[src/hdl/brlr_pkg.sv]
// ----------------------------------------------------------------------------
// brlr_pkg
// Shared constants, codes and beat types for the button run-length recorder.
// ----------------------------------------------------------------------------
package brlr_pkg;

   // Store geometry
   localparam int ENTRIES = 2048;
   localparam int ADDR_W  = $clog2(ENTRIES);

   // Fixed field widths
   localparam int FUNC_W = 3;
   localparam int BTN_W  = 16;
   localparam int CNT_W  = 8;
   localparam int IDX_W  = 11;
   localparam int MODE_W = 3;

   localparam logic [BTN_W-1:0]  END_MARK   = '1;
   localparam logic [CNT_W-1:0]  CNT_MAX    = '1;
   localparam logic [ADDR_W-1:0] LAST_ENTRY = ADDR_W'(ENTRIES - 1);

   // Operation codes carried in func
   localparam logic [FUNC_W-1:0] FN_TICK      = 3'd0;
   localparam logic [FUNC_W-1:0] FN_RECORD    = 3'd1;
   localparam logic [FUNC_W-1:0] FN_PLAY_IDLE = 3'd2;
   localparam logic [FUNC_W-1:0] FN_PLAY_DONE = 3'd3;
   localparam logic [FUNC_W-1:0] FN_LOAD      = 3'd4;
   localparam logic [FUNC_W-1:0] FN_READ      = 3'd5;

   // Mode codes as reported on mode_now
   localparam logic [MODE_W-1:0] MODE_CODE_IDLE      = 3'd0;
   localparam logic [MODE_W-1:0] MODE_CODE_PLAY_IDLE = 3'd1;
   localparam logic [MODE_W-1:0] MODE_CODE_PLAY_DONE = 3'd2;
   localparam logic [MODE_W-1:0] MODE_CODE_REC       = 3'd3;
   localparam logic [MODE_W-1:0] MODE_CODE_DONE      = 3'd4;

   // Recorder mode, held one-hot
   typedef enum logic [4:0] {
      M_IDLE      = 5'b00001,
      M_PLAY_IDLE = 5'b00010,
      M_PLAY_DONE = 5'b00100,
      M_REC       = 5'b01000,
      M_DONE      = 5'b10000
   } mode_type;

   typedef struct packed {
      logic [FUNC_W-1:0] func;
      logic [BTN_W-1:0]  pad_buttons;
      logic              start_pressed;
      logic              stop_pressed;
      logic [IDX_W-1:0]  entry_index;
      logic [BTN_W-1:0]  entry_buttons;
      logic [CNT_W-1:0]  entry_count;
   } req_type;

   typedef struct packed {
      logic [BTN_W-1:0]  buttons_out;
      logic              override_valid;
      logic [MODE_W-1:0] mode_now;
      logic [IDX_W-1:0]  position;
      logic              overflow;
      logic              finished;
      logic [BTN_W-1:0]  read_buttons;
      logic [CNT_W-1:0]  read_count;
   } rsp_type;

   // Store read request: port A and port B share one enable
   typedef struct packed {
      logic              en;
      logic [ADDR_W-1:0] addr_a;
      logic [ADDR_W-1:0] addr_b;
   } mem_rd_type;

   typedef struct packed {
      logic              btn_we;
      logic [ADDR_W-1:0] btn_addr;
      logic [BTN_W-1:0]  btn_data;
      logic              cnt_we;
      logic [ADDR_W-1:0] cnt_addr;
      logic [CNT_W-1:0]  cnt_data;
   } mem_wr_type;

   typedef struct packed {
      logic [BTN_W-1:0] a_btn;
      logic [CNT_W-1:0] a_cnt;
      logic [BTN_W-1:0] b_btn;
      logic [CNT_W-1:0] b_cnt;
   } mem_q_type;

   function automatic logic [MODE_W-1:0] mode_code(input mode_type m);
      logic [MODE_W-1:0] c;
      unique case (m)
         M_IDLE:      c = MODE_CODE_IDLE;
         M_PLAY_IDLE: c = MODE_CODE_PLAY_IDLE;
         M_PLAY_DONE: c = MODE_CODE_PLAY_DONE;
         M_REC:       c = MODE_CODE_REC;
         M_DONE:      c = MODE_CODE_DONE;
         default:     c = MODE_CODE_IDLE;
      endcase
      return c;
   endfunction

   function automatic logic index_ok(input logic [IDX_W-1:0] idx);
      return (32'(idx) < ENTRIES);
   endfunction

endpackage

[src/hdl/brlr_ctrl.sv]
// ----------------------------------------------------------------------------
// brlr_ctrl
// Read-modify-write sequencer: fetches the current and next entry, applies
// the record or playback step, writes back and registers the result beat.
// ----------------------------------------------------------------------------
module brlr_ctrl
   import brlr_pkg::*;
(
   input  logic       clock,
   input  logic       reset,
   input  logic       item_valid,
   input  req_type    item,
   output logic       item_take,
   output mem_rd_type rd,
   output mem_wr_type wr,
   input  mem_q_type  q,
   output logic       rsp_valid,
   input  logic       rsp_ready,
   output rsp_type    rsp
);

   typedef enum logic [1:0] {
      E_FETCH = 2'b01,
      E_EXEC  = 2'b10
   } eng_type;

   eng_type           state_ff, state_in;
   req_type           item_ff;
   mode_type          mode_ff, mode_in;
   logic [ADDR_W-1:0] ptr_ff, ptr_in;
   logic              rsp_vld_ff, rsp_vld_in;
   rsp_type           rsp_ff, rsp_in;

   logic              fire;
   logic              at_last;
   logic [ADDR_W-1:0] ptr_nx;
   logic              use_b;
   logic [BTN_W-1:0]  cur_btn;
   logic [CNT_W-1:0]  cur_cnt;
   logic [ADDR_W-1:0] cur_ptr;
   logic              playing;
   logic              play_end;
   mem_wr_type        wr_c;

   assign at_last = (ptr_ff == LAST_ENTRY);
   assign ptr_nx  = at_last ? ptr_ff : ptr_ff + 1'b1;
   assign playing = (mode_ff == M_PLAY_IDLE) || (mode_ff == M_PLAY_DONE);

   // Issue the store reads when a beat is taken from the input buffer
   assign item_take = (state_ff == E_FETCH) && item_valid;

   always_comb begin
      rd.en     = item_take;
      rd.addr_b = ptr_nx;
      if (item.func == FN_READ && index_ok(item.entry_index)) begin
         rd.addr_a = ADDR_W'(item.entry_index);
      end else begin
         rd.addr_a = ptr_ff;
      end
   end

   // Select the entry that playback works on
   assign use_b   = (q.a_cnt == '0);
   assign cur_btn = use_b ? q.b_btn : q.a_btn;
   assign cur_cnt = use_b ? q.b_cnt : q.a_cnt;
   assign cur_ptr = use_b ? ptr_nx : ptr_ff;

   // Commit the step once the result register is free
   assign fire = (state_ff == E_EXEC) && (!rsp_vld_ff || rsp_ready);

   always_comb begin
      mode_in  = mode_ff;
      ptr_in   = ptr_ff;
      wr_c     = '0;
      rsp_in   = '0;
      play_end = 1'b0;

      unique case (item_ff.func)
         FN_TICK: begin
            if (playing) begin
               if (use_b && at_last) begin
                  play_end = 1'b1;
               end else begin
                  ptr_in = cur_ptr;
                  if (cur_btn == END_MARK || item_ff.start_pressed) begin
                     play_end = 1'b1;
                  end else begin
                     rsp_in.buttons_out    = cur_btn;
                     rsp_in.override_valid = 1'b1;
                     wr_c.cnt_we           = 1'b1;
                     wr_c.cnt_addr         = cur_ptr;
                     wr_c.cnt_data         = cur_cnt - 1'b1;
                  end
               end
            end else if (mode_ff == M_REC) begin
               if (at_last) begin
                  rsp_in.overflow = 1'b1;
               end else if (item_ff.stop_pressed) begin
                  ptr_in          = ptr_nx;
                  wr_c.btn_we     = 1'b1;
                  wr_c.btn_addr   = ptr_nx;
                  wr_c.btn_data   = END_MARK;
                  mode_in         = M_IDLE;
                  rsp_in.finished = 1'b1;
               end else if (q.a_cnt != CNT_MAX && q.a_btn == item_ff.pad_buttons) begin
                  wr_c.cnt_we   = 1'b1;
                  wr_c.cnt_addr = ptr_ff;
                  wr_c.cnt_data = q.a_cnt + 1'b1;
               end else begin
                  ptr_in        = use_b ? ptr_ff : ptr_nx;
                  wr_c.btn_we   = 1'b1;
                  wr_c.btn_addr = use_b ? ptr_ff : ptr_nx;
                  wr_c.btn_data = item_ff.pad_buttons;
                  wr_c.cnt_we   = 1'b1;
                  wr_c.cnt_addr = use_b ? ptr_ff : ptr_nx;
                  wr_c.cnt_data = CNT_W'(1);
               end
            end
         end
         FN_RECORD: begin
            wr_c.btn_we   = 1'b1;
            wr_c.btn_addr = '0;
            wr_c.btn_data = '0;
            wr_c.cnt_we   = 1'b1;
            wr_c.cnt_addr = '0;
            wr_c.cnt_data = '0;
            ptr_in        = '0;
            mode_in       = M_REC;
         end
         FN_PLAY_IDLE: begin
            ptr_in  = '0;
            mode_in = M_PLAY_IDLE;
         end
         FN_PLAY_DONE: begin
            ptr_in  = '0;
            mode_in = M_PLAY_DONE;
         end
         FN_LOAD: begin
            if (index_ok(item_ff.entry_index)) begin
               wr_c.btn_we   = 1'b1;
               wr_c.btn_addr = ADDR_W'(item_ff.entry_index);
               wr_c.btn_data = item_ff.entry_buttons;
               wr_c.cnt_we   = 1'b1;
               wr_c.cnt_addr = ADDR_W'(item_ff.entry_index);
               wr_c.cnt_data = item_ff.entry_count;
            end
         end
         FN_READ: begin
            if (index_ok(item_ff.entry_index)) begin
               rsp_in.read_buttons = q.a_btn;
               rsp_in.read_count   = q.a_cnt;
            end
         end
         default: begin
         end
      endcase

      // End of playback drops to done or idle depending on the play mode
      if (play_end) begin
         mode_in = (mode_ff == M_PLAY_DONE) ? M_DONE : M_IDLE;
      end

      rsp_in.mode_now = mode_code(mode_in);
      rsp_in.position = IDX_W'(ptr_in);

      // Hold the store while the result register is full
      if (!fire) begin
         wr_c = '0;
      end
   end

   assign wr = wr_c;

   // Advance the sequencer
   always_comb begin
      state_in = state_ff;
      unique case (state_ff)
         E_FETCH: if (item_take) state_in = E_EXEC;
         E_EXEC:  if (fire) state_in = E_FETCH;
         default: state_in = E_FETCH;
      endcase
   end

   always_comb begin
      rsp_vld_in = rsp_vld_ff;
      if (fire) begin
         rsp_vld_in = 1'b1;
      end else if (rsp_ready) begin
         rsp_vld_in = 1'b0;
      end
   end

   // Control state
   always_ff @(posedge clock) begin
      if (reset) begin
         state_ff   <= E_FETCH;
         mode_ff    <= M_IDLE;
         ptr_ff     <= '0;
         rsp_vld_ff <= 1'b0;
      end else begin
         state_ff   <= state_in;
         rsp_vld_ff <= rsp_vld_in;
         if (fire) begin
            mode_ff <= mode_in;
            ptr_ff  <= ptr_in;
         end
      end
   end

   // Payload registers
   always_ff @(posedge clock) begin
      if (item_take) begin
         item_ff <= item;
      end
      if (fire) begin
         rsp_ff <= rsp_in;
      end
   end

   assign rsp_valid = rsp_vld_ff;
   assign rsp       = rsp_ff;

endmodule

[config.mk]
export PLATFORM = sky130hd
export DESIGN_NAME = brlr_ctrl
export DESIGN_NICKNAME = d
export VERILOG_FILES = /design/src/hdl/brlr_pkg.sv /design/src/hdl/brlr_ctrl.sv
export SDC_FILE = /design/constraint.sdc
export NUM_CORES = 1
export LEC_CHECK = 0
export BUFFER_PORTS_ARGS = -buffer_cell sky130_fd_sc_hd__buf_2
export CAP_MARGIN = 20
export CORE_AREA = 2 2 121 123
export DETAILED_ROUTE_END_ITERATION = 10
export DIE_AREA = 0 0 123 125
export GPL_TIMING_DRIVEN = 0
export PLACE_DENSITY = 0.95
export SLEW_MARGIN = 40
export SYNTH_ARGS = -nofsm -noshare
export SYNTH_HDL_FRONTEND = slang
export SYNTH_SLANG_ARGS = --single-unit
[constraint.sdc]
create_clock -name clock -period 6.4 [get_ports clock]
set_input_delay 0.32 -clock clock [delete_from_list [all_inputs] [get_ports clock]]
set_output_delay 0.32 -clock clock [all_outputs]
set_load 0.05 [all_outputs]
==> results of run 1 <==
==> cells in the final DEF, fill, tap and decap left out, types with 7 or more instances in the layout <==
| cell type | count |
|---|---|
| nor2_1 | 38 |
| nor3_1 | 18 |
| nor4_1 | 7 |
| xnor2_1 | 32 |
| a22oi_1 | 9 |
| clkbuf_16 | 17 |
| and2_1 | 27 |
| and3_1 | 13 |
| o21ai_0 | 45 |
| a21oi_1 | 73 |
| nand3_1 | 18 |
| dfxtp_1 | 19 |
| o22ai_1 | 7 |
| o211ai_1 | 11 |
| buf_2 | 246 |
| o31ai_1 | 8 |
| nand2_1 | 124 |
| inv_1 | 13 |
| mux2_2 | 13 |
| nand4_1 | 16 |
| a211oi_1 | 7 |
| clkbuf_1 | 49 |
| a31oi_1 | 16 |
| edfxtp_1 | 113 |
| mux2i_1 | 11 |
==> final timing paths <==
| path | from | to |
|---|---|---|
| setup / recovery | ptr_ff[0] | wr[13] |
| hold / removal | item[3] | item_ff[3] |
| setup reg to reg | ptr_ff[0] | rsp[29] |
| hold reg to reg | state_ff[1] | rsp_valid |
==> registers in the layout, indices dropped and copies added (netlist names) <==
| register | flops |
|---|---|
| rsp | 57 |
| item_ff | 56 |
| ptr_ff | 11 |
| mode_ff | 5 |
| state_ff | 2 |
| rsp_valid | 1 |
==> cells by family (layout without fill, tap and decap cells) <==
family,after synthesis,count (layout),synth area share (%)
muxes,24,24,3.25
xor gates and xnor gates,38,38,4.22
and+or+nand+nor,302,302,19.3
AOI/OAI and AO/OA,243,243,20.2
adders and majority gates,4,4,0.634
other,0,1,0
DFF,132,132,47.8
buffers and inverters,82,349,4.52
==> report_power, final <==
part / total [mW] / internal [mW] / switching [mW]
sequential: 0.981 / 0.966 / 0.0148
combinational: 0.212 / 0.0691 / 0.142
clock: 1.03 / 0.594 / 0.435
total: 2.22 / 1.63 / 0.592
==> per-stage QoR <==
step / util (%) / std cells
after detailed placement: 65.8 / 1244
after CTS: 70.1 / 1276
after floorplan: - / 825
final: 70.1 / 1277
after global placement: 65.4 / 1243
after global routing: 70.1 / 1277
==> critical path, cell delays in order (launching register included) <==
cell and delay (ns):
dfxtp_1 0.33, ha_1 0.23, buf_6 0.14, and4_4 0.18, buf_6 0.14, and4_4 0.20, buf_6 0.15, nor3_2 0.58
nand2_1 0.16, clkbuf_1 0.36, o22ai_1 0.20, a21boi_0 0.11, a211oi_1 0.41, buf_2 0.34
==> per-layer routing <==
| metal | wire [um] | track usage, % |
|---|---|---|
| met3 | 3800 | 10.6 |
| met2 | 13500 | 59.2 |
| met4 | 1310 | 15.6 |
| met1 | 11100 | 52.1 |
| met5 | 31 | 1.32 |
==> final cells by class <==
cell class	instances	area, um2
diodes	1	2.50
inverters	14	55.1
multi-input cells	611	3790
fillers	1147	4240
flip-flops and latches	132	3770
clock buffers	17	425
plain buffers	68	304
clock inverters	15	191
well taps	184	230
repair buffers	235	1190
==> flow_metrics.py, run 1 <==
metrics = {
    "cells_and_area": {
        "areaGrowthSynthToFinish_pct": 26.3,
        "layout-drive-gt1-share_pct": 29.6,
        "layout.nets": 1191,
        "design_area_um2": 9960,
    },
    "global_route": {
        "grt_pass1_vias": 7767,
        "grt_pass1_wl_um": 44300,
        "antenna_found_initial": 1,
        "grt_overflow_total": 0,
        "grt_max_degree": 66,
        "track_usage_pct": 38.7,
    },
    "sta": {
        "setup_viol": 0,
        "worst_pin_slew_ns": 0.879,
        "fin_crit_sh_pct": 67.2,
        "tns_ns": 0,
        "finalClockSkew_ns": 0.0167,
        "fin_crit_ns": 4.30,
        "hold_viol": 0,
        "max_freq_ghz": 0.232,
        "maxSlewHeadroom_pct": 41.0,
        "whs_ns": 0.0522,
        "rsz0062_at_grt": "no",
        "maxSlewViolCount": 0,
        "worst_slack_ns": 2.10,
    },
    "power": {
        "peakVddDrop_v": 0.000168,
        "power_mw": 2.22,
        "leakage_nw": 3.75,
        "power_density_nw_per_um2": 223,
    },
    "logic_synthesis": {
        "synthCells": 825,
        "syn_avg_cell_area_um2": 9.57,
        "synth_fp_nets": 937,
        "synthTopCellsByCount": "nand2_1, edfxtp_1, a21oi_1",
        "synth_area_leaders": "edfxtp_1, nand2_1, dfxtp_1",
        "synth_largest_area_cell": "edfxtp_1",
        "synth_top_area_share_pct": 43.0,
        "synthArstFlopShare_pct": 0,
        "post_synth_num_cell_types": 75,
        "yosysSeqAreaShare_pct": 47.8,
        "synth_most_common_cell": "nand2_1",
        "synth-main-ff-cell": "edfxtp_1",
        "yosysWarnings": 0,
        "syn_area_um2": 7890,
        "synth_seq_cells": 132,
        "synth-edff-count": 113,
    },
    "worst_setup_path": {
        "worst_setup_path_start_kind": "flip-flop",
        "critPathMaxFanout": 10,
        "ff2ff_path_depth": 10,
        "regToRegSetupSlack_ns": 3.08,
        "cp.required_ns": 6.08,
        "worstSetupEndpointType": "output pin",
        "critPathArrivalTime_ns": 3.98,
        "path_class": "reg2out",
    },
    "clocking": {
        "postCtsHoldBufs": 0,
        "cts_buffers": 17,
        "clockBufferDepth": 2,
        "clk_latency_ns": 0.44,
        "cts_tree": "yes",
        "clock_sinks": 132,
        "cts_setup_buffers": 0,
        "ctsResizeCount": 0,
        "htreeDepth": 4,
        "cts_root_buf": "clkbuf_16",
        "clkSlewWorstSetupHoldPaths_ns": 0.08,
    },
    "drt": {
        "avgViaCountPerCell": 6.49,
        "wirelength_um": 29800,
        "ant_nets": 0,
        "vias": 8284,
        "first_iter_violations": 1415,
        "dr.pass1.iters": 6,
        "drc": 0,
        "avgRoutedWirePerCell_um": 23.3,
    },
    "floorplanning": {
        "coreArea_um2": 14200,
        "dieHeight_um": 125,
        "ios": 238,
        "fp-row-count": 44,
        "dieWidth_um": 123,
        "dieArea_um2": 15400,
        "initial_core_util_pct": 55.6,
    },
    "placement": {
        "hpwlAfterDp_um": 22100,
        "numPortBuffers": 234,
        "dp_slack_ns": 2.63,
        "gp_congestion": 1.02,
        "placed_cell_area_um2": 9340,
    },
    "worst_hold_path": {
        "hp-class": "in2reg",
        "min_path_cells": 1,
    },
    "status": {
        "status": "completed",
    },
    "job": {
        "drv_cap": 0,
    },
}
Power figures use the tool's default switching activity.
==> run 2, diff against run 1 <==
ABC_AREA = 1   (was default)
CORE_AREA = 2 2 133 135   (was 2 2 121 123)
DIE_AREA = 0 0 135 137   (was 0 0 123 125)
PLACE_DENSITY = 0.88   (was 0.95)
clock period = 3.74 ns   (was 6.4 ns; I/O delays follow)
==> run 2 against run 1 <==
Effect of this change:
- global-route usage fell by 5.7 points
- clock power rose by 59%
- die area rose by 20%
- utilization fell by 7.6 points
- register-to-register slack got worse by 2.3 ns
- synthesized area rose by 0.16%
- wire length rose by 4.2%
- sequential share of layout area fell by 2.5 points
- critical path depth rose by 1
- worst setup slack got worse by 2.0 ns
- power rose by 73%
==> flow_metrics.py, run 2 <==
metrics = {
    "sta": {
        "fin_crit_sh_pct": 98.2,
        "rsz0062_at_grt": "no",
        "fin_crit_ns": 3.67,
        "maxSlewViolCount": 0,
        "worst_pin_slew_ns": 0.830,
        "maxSlewHeadroom_pct": 44.5,
        "finalClockSkew_ns": 0.0108,
        "setup_viol": 0,
        "max_freq_ghz": 0.272,
        "hold_viol": 0,
        "tns_ns": 0,
    },
    "logic_synthesis": {
        "synth_fp_nets": 1144,
        "synth-edff-count": 113,
        "synth-compound-area-share_pct": 13.8,
        "synth_top_family_by_area": "simple AND/OR/NAND/NOR gates",
        "synthCells": 1032,
        "yosysSeqAreaShare_pct": 47.7,
        "synthArstFlopShare_pct": 0,
        "synth_seq_cells": 132,
        "syn_avg_cell_area_um2": 7.66,
        "synth_top_area_share_pct": 42.9,
        "synth-xor-area-share_pct": 1.66,
        "muxShareOfSynthArea_pct": 0,
        "synth_area_leaders": "edfxtp_1, nand2_1, nor2_1",
        "post_synth_num_cell_types": 37,
        "syn_area_um2": 7900,
        "synth_largest_area_cell": "edfxtp_1",
        "yosysWarnings": 0,
        "synthTopCellsByCount": "nand2_1, nor2_1, edfxtp_1",
        "synth_most_common_cell": "nand2_1",
        "synth_fa_ha_area_share_pct": 0.633,
        "synth-main-ff-cell": "edfxtp_1",
        "yosys.area_share.simple_pct": 27.8,
    },
    "drt": {
        "ant_nets": 0,
        "avgViaCountPerCell": 5.54,
        "avgRoutedWirePerCell_um": 19.4,
        "drc": 0,
        "wirelength_um": 31000,
        "met2WireLength_um": 13800,
        "vias": 8834,
        "dr.pass1.iters": 6,
        "met1Wirelength_um": 12100,
        "first_iter_violations": 1157,
        "wl_met3_um": 2930,
        "top_layer": "met4",
    },
    "floorplanning": {
        "initial_core_util_pct": 46.3,
        "fp-row-count": 48,
        "dieArea_um2": 18500,
        "dieHeight_um": 137,
        "coreArea_um2": 17100,
        "dieWidth_um": 135,
        "ios": 238,
    },
    "placement": {
        "gp_congestion": 1.02,
        "numPortBuffers": 237,
        "hpwlAfterDp_um": 22000,
        "placed_cell_area_um2": 9500,
    },
    "cells_and_area": {
        "final_common_cell": "nand2_1",
        "multi_input_area_um2": 3500,
        "layout_common_cells": "nand2_1, buf_2, nor2_1",
        "layout.nets": 1461,
        "design_area_um2": 10700,
        "largest_reg_flops": 57,
        "areaGrowthSynthToFinish_pct": 35.0,
        "fill_cells": 1443,
        "layout-drive-gt1-share_pct": 23.5,
        "utilization_pct": 62.6,
        "seq_area_um2": 3770,
    },
    "global_route": {
        "grt_pass1_wl_um": 45000,
        "antenna_found_initial": 8,
        "grt_pass1_vias": 8137,
        "grt_overflow_total": 0,
        "grt_max_degree": 32,
        "track_usage_pct": 33.0,
    },
    "power": {
        "peakVddDrop_v": 0.000308,
        "p_switching_mw": 1.03,
        "seqPwrFrac_pct": 44.0,
        "swShare_pct": 26.9,
        "p_comb_share_pct": 13.2,
        "power_density_nw_per_um2": 359,
        "leakage_nw": 4.94,
        "power.internal_mw": 2.80,
        "power_frac_clock_pct": 42.8,
    },
    "clocking": {
        "clock_sinks": 132,
        "cts_root_buf": "clkbuf_16",
        "cts_setup_buffers": 0,
        "clk_latency_ns": 0.43,
        "clockBufferDepth": 2,
        "cts_tree": "yes",
        "htreeDepth": 4,
        "cts_buffers": 17,
        "clkSlewWorstSetupHoldPaths_ns": 0.06,
    },
    "worst_setup_path": {
        "worst_setup_path_start_kind": "flip-flop",
        "path_class": "reg2out",
        "critPathMaxFanout": 10,
        "worstSetupEndpointType": "output pin",
        "critPathArrivalTime_ns": 3.49,
        "cp.required_ns": 3.55,
        "ff2ff_path_depth": 13,
    },
    "worst_hold_path": {
        "min_path_cells": 4,
        "hp-class": "in2reg",
    },
    "job": {
        "drv_cap": 0,
    },
    "status": {
        "status": "completed",
    },
}
==> run 2: changes by cell type after synthesis, sizes merged, moves of 16 or more <==
cell,previous run,this run
nand2,124,285
inv,14,111
nor2,40,128
nand3,18,65
o21ai,49,92
xnor2,32,2
and2,27,0
clkbuf,49,29
a21oi,74,90
==> run 2: final timing paths <==
check                     to  startpoint  slack, ns
setup / recovery      wr[17]   ptr_ff[0]       0.07
hold / removal     ptr_ff[2]       reset       0.06
setup reg to reg     rsp[30]   ptr_ff[0]       0.78
hold reg to reg   mode_ff[0]  mode_ff[0]       0.59
==> run 2: cells by family (layout without fill, tap and decap cells) <==
group           count (synthesis)  after routing
xor+xnor                       15             15
simple gates                  513            513
fa+ha+maj                       4              4
other cells                     0              8
compound gates                206            206
flops                         132            132
buf+inv                       162            492
==> run 2: final cells by class <==
cell class | instances | area share [%]
Antenna cell | 8 | 0.188
Tap cell | 225 | 2.64
Sequential cell | 132 | 35.4
Buffer | 46 | 2.13
Multi-Input combinational cell | 738 | 32.8
Timing Repair Buffer | 298 | 17.5
Inverter | 116 | 4.10
Clock buffer | 17 | 3.99
Clock inverter | 15 | 1.30
==> run 2: through the flow <==
| stage | hold WS [ns] | setup slack, ns | power (mW) | std cells |
|---|---|---|---|---|
| after floorplan | 0.286 | 0.383 | 1.98 | 1032 |
| after global placement | 0.364 | -0.513 | 2.14 | 1494 |
| after detailed placement | 0.365 | 0.431 | 2.16 | 1499 |
| after CTS | 0.0418 | 0.0383 | 3.81 | 1587 |
| after global routing | 0.0959 | 0.0167 | 3.94 | 1595 |
| final | 0.0591 | 0.0661 | 3.83 | 1595 |
==> run 2: repair_timing <==
action	in CTS	in global routing
endpoints found under the setup margin	5	24
endpoints found under the hold margin	56	0
gates resized for setup	2	7
hold buffers	56	0
pin swaps	0	0
gates cloned	0	0
==> run 2: power groups by stage <==
| stage | clock (mW) | sequential, mW | combinational (mW) |
|---|---|---|---|
| 4_1_cts | 1.64 | 1.68 | 0.493 |
| 6_report | 1.64 | 1.69 | 0.507 |
| 3_5_place_dp | 0 | 1.71 | 0.443 |
| 3_3_place_gp | 0 | 1.72 | 0.420 |
| 5_1_grt | 1.71 | 1.69 | 0.545 |
| 2_1_floorplan | 0 | 1.73 | 0.242 |
==> run 2: per-layer routing <==
layer,track usage [%],up-vias
li1,-,4072
met1,43.1,3990
met2,50.9,617
met3,5.85,155
met4,20.9,0
met5,0,-
==> run 2: critical path, cell delays in order, from the launching register on <==
cell and delay [ns]:
dfxtp_1 0.49, ha_1 0.25, nand2_1 0.13, nor2_2 0.26, nand3_1 0.14, buf_2 0.24
nand2_2 0.21, inv_2 0.06, nand2_2 0.20, nor2_4 0.09, inv_1 0.26, o21ai_0 0.16
a21oi_1 0.26, nor2_1 0.06, buf_2 0.23
==> run 3, diff against run 2 <==
CORE_AREA = 2 2 136 138   (was 2 2 133 135)
DIE_AREA = 0 0 138 140   (was 0 0 135 137)
HOLD_SLACK_MARGIN = 0.1   (was default)
PLACE_DENSITY = 0.85   (was 0.88)
==> run 3 against run 2 <==
Effect of this change:
- clock-buffer cell count rose by 5
- first-iteration DRC count fell by 9.4%
- clock skew fell by 0.00080 ns
- cell area fell by 0.19%
- critical endpoint is now wr[7]
- sequential power barely moved
- hold slack improved by 0.049 ns
- non-clock buffer count rose by 1
- power rose by 1.3%
- register-to-register slack improved by 0.18 ns
- combinational power fell by 1%
- die area rose by 4.5%
==> flow_metrics.py, run 3 (synthesis results as in run 2) <==
metrics = {
    "status": {
        "status": "completed",
    },
    "worst_setup_path": {
        "critPathMaxFanout": 7,
        "path_buf_inv": 4,
        "path_delay_family": "simple AND/OR/NAND/NOR gates",
        "path_class": "reg2out",
        "slowest_delay_ns": 0.58,
        "cp_slowest_cell": "nor3_2",
        "worstSetupEndpointType": "output pin",
        "cp.required_ns": 3.55,
        "worst_setup_path_start_kind": "flip-flop",
        "crit_top_cell": "nand2_1",
        "critPathArrivalTime_ns": 3.42,
        "crit_chain": "inv_1 > nand2_1 > nor3_2 > nand2_2 > inv_2 > nand2_1 > inv_2 > nand2_1 > o21ai_0 > nand3_1 > a21oi_1 > buf_2",
    },
    "power": {
        "peakVddDrop_v": 0.000345,
        "power_density_nw_per_um2": 364,
        "power_mw": 3.88,
        "leakage_nw": 4.94,
    },
    "cells_and_area": {
        "layout_common_cells": "nand2_1, buf_2, nor2_1",
        "design_area_um2": 10700,
        "utilization_pct": 59.9,
        "largest_reg_flops": 57,
        "seq_area_um2": 3780,
        "final_common_cell": "nand2_1",
        "multi_input_area_um2": 3490,
        "fill_cells": 1604,
        "areaGrowthSynthToFinish_pct": 34.8,
        "layout-drive-gt1-share_pct": 23.5,
        "layout.nets": 1462,
    },
    "placement": {
        "numPortBuffers": 237,
        "placed_cell_area_um2": 9450,
        "hpwlAfterDp_um": 22000,
        "gp_congestion": 1.03,
    },
    "floorplanning": {
        "initial_core_util_pct": 44.5,
        "ios": 238,
        "coreArea_um2": 17800,
        "dieArea_um2": 19300,
        "dieHeight_um": 140,
        "dieWidth_um": 138,
        "fp-row-count": 49,
    },
    "sta": {
        "maxSlewViolCount": 0,
        "fin_crit_sh_pct": 96.5,
        "rsz0062_at_grt": "no",
        "setup_viol": 0,
        "max_freq_ghz": 0.277,
        "maxSlewHeadroom_pct": 44.0,
        "tns_ns": 0,
        "fin_crit_ns": 3.61,
        "whs_ns": 0.109,
        "worst_pin_slew_ns": 0.836,
        "hold_viol": 0,
        "finalClockSkew_ns": 0.00996,
    },
    "drt": {
        "avgViaCountPerCell": 5.50,
        "vias": 8769,
        "first_iter_violations": 1048,
        "ant_nets": 0,
        "dr.pass1.iters": 8,
        "drc": 0,
        "avgRoutedWirePerCell_um": 19.3,
        "wirelength_um": 30800,
    },
    "global_route": {
        "grt_pass1_vias": 8422,
        "grt_pass1_wl_um": 46600,
        "grt_max_degree": 40,
        "antenna_found_initial": 3,
        "track_usage_pct": 31.3,
        "grt_overflow_total": 0,
    },
    "job": {
        "drv_cap": 0,
    },
    "clocking": {
        "cts_root_buf": "clkbuf_16",
        "cts_buffers": 17,
        "htreeDepth": 4,
        "cts_tree": "yes",
        "clkSlewWorstSetupHoldPaths_ns": 0.06,
        "clk_latency_ns": 0.44,
        "clock_sinks": 132,
        "clockBufferDepth": 2,
    },
    "worst_hold_path": {
        "hp-class": "in2reg",
    },
}
-- run 3: changes by cell type in the layout (fill, tap and decap cells not counted), sizes merged --
cell         previous run  this run
clkbuf                 48        54
diode                   8         3
inv                   112       110
buf                   257       255
bufinv                  2         3
dlygate4sd3            56        58
clkinv                 14        10
-- run 3: worst reg2reg max path, stage by stage (launching register included) --
cell and delay [ns]:
dfxtp_2 0.42, ha_1 0.22, nand2_1 0.11, nor2_2 0.26, nand3_1 0.13, clkbuf_4 0.23, nand2_2 0.20, nor2_1 0.16
inv_1 0.22, o21ai_0 0.20, nand3_1 0.13, nand3_1 0.09, nand2_1 0.09, nand2_1 0.07
-- run 3: power breakdown --
group | internal [mW] | switching (mW) | total (mW)
registers | 1.66 | 0.0302 | 1.69
logic | 0.173 | 0.329 | 0.502
clock network | 1.04 | 0.651 | 1.69
-- run 3: metal layers --
metal	part of all wire [%]	track usage (%)	up-vias
li1	-	-	4057
met1	38	40.2	3987
met2	46	50.1	597
met3	10	6.67	128
met4	5.1	16.3	0
met5	0	0	-
-- run 3: worst paths after layout --
kind	end	startpoint	cells after the start	slack, ns
setup / recovery	wr[7]	mode_ff[1]	12	0.13
hold / removal	rsp_valid	rsp_ready	3	0.11
setup reg to reg	rsp[30]	ptr_ff[1]	13	0.96
hold reg to reg	mode_ff[4]	mode_ff[4]	2	0.58
-- run 3: per-stage QoR --
stage,setup WS (ns),cells
finish,0.130,1595
floorplan,0.383,1032
detailed placement,0.473,1501
global route,0.0224,1595
global placement,-0.496,1498
CTS,0.00644,1591
-- run 3: layout make-up --
class / instances / share of cell area, %
Buffer: 46 / 2.16
Clock buffer: 22 / 4.17
Tap cell: 229 / 2.69
Sequential cell: 132 / 35.4
Inverter: 116 / 4.12
Antenna cell: 3 / 0.0705
Multi-Input combinational cell: 738 / 32.8
Timing Repair Buffer: 299 / 17.3
Clock inverter: 10 / 1.25
-- run 3: timing repair --
item | 4_1_cts | 5_1_grt
buffers inserted | 0 | 1
resized for setup | 0 | 10
endpoints found under the setup margin | 0 | 23
hold endpoints to repair | 59 | 0
hold buffers | 58 | 0
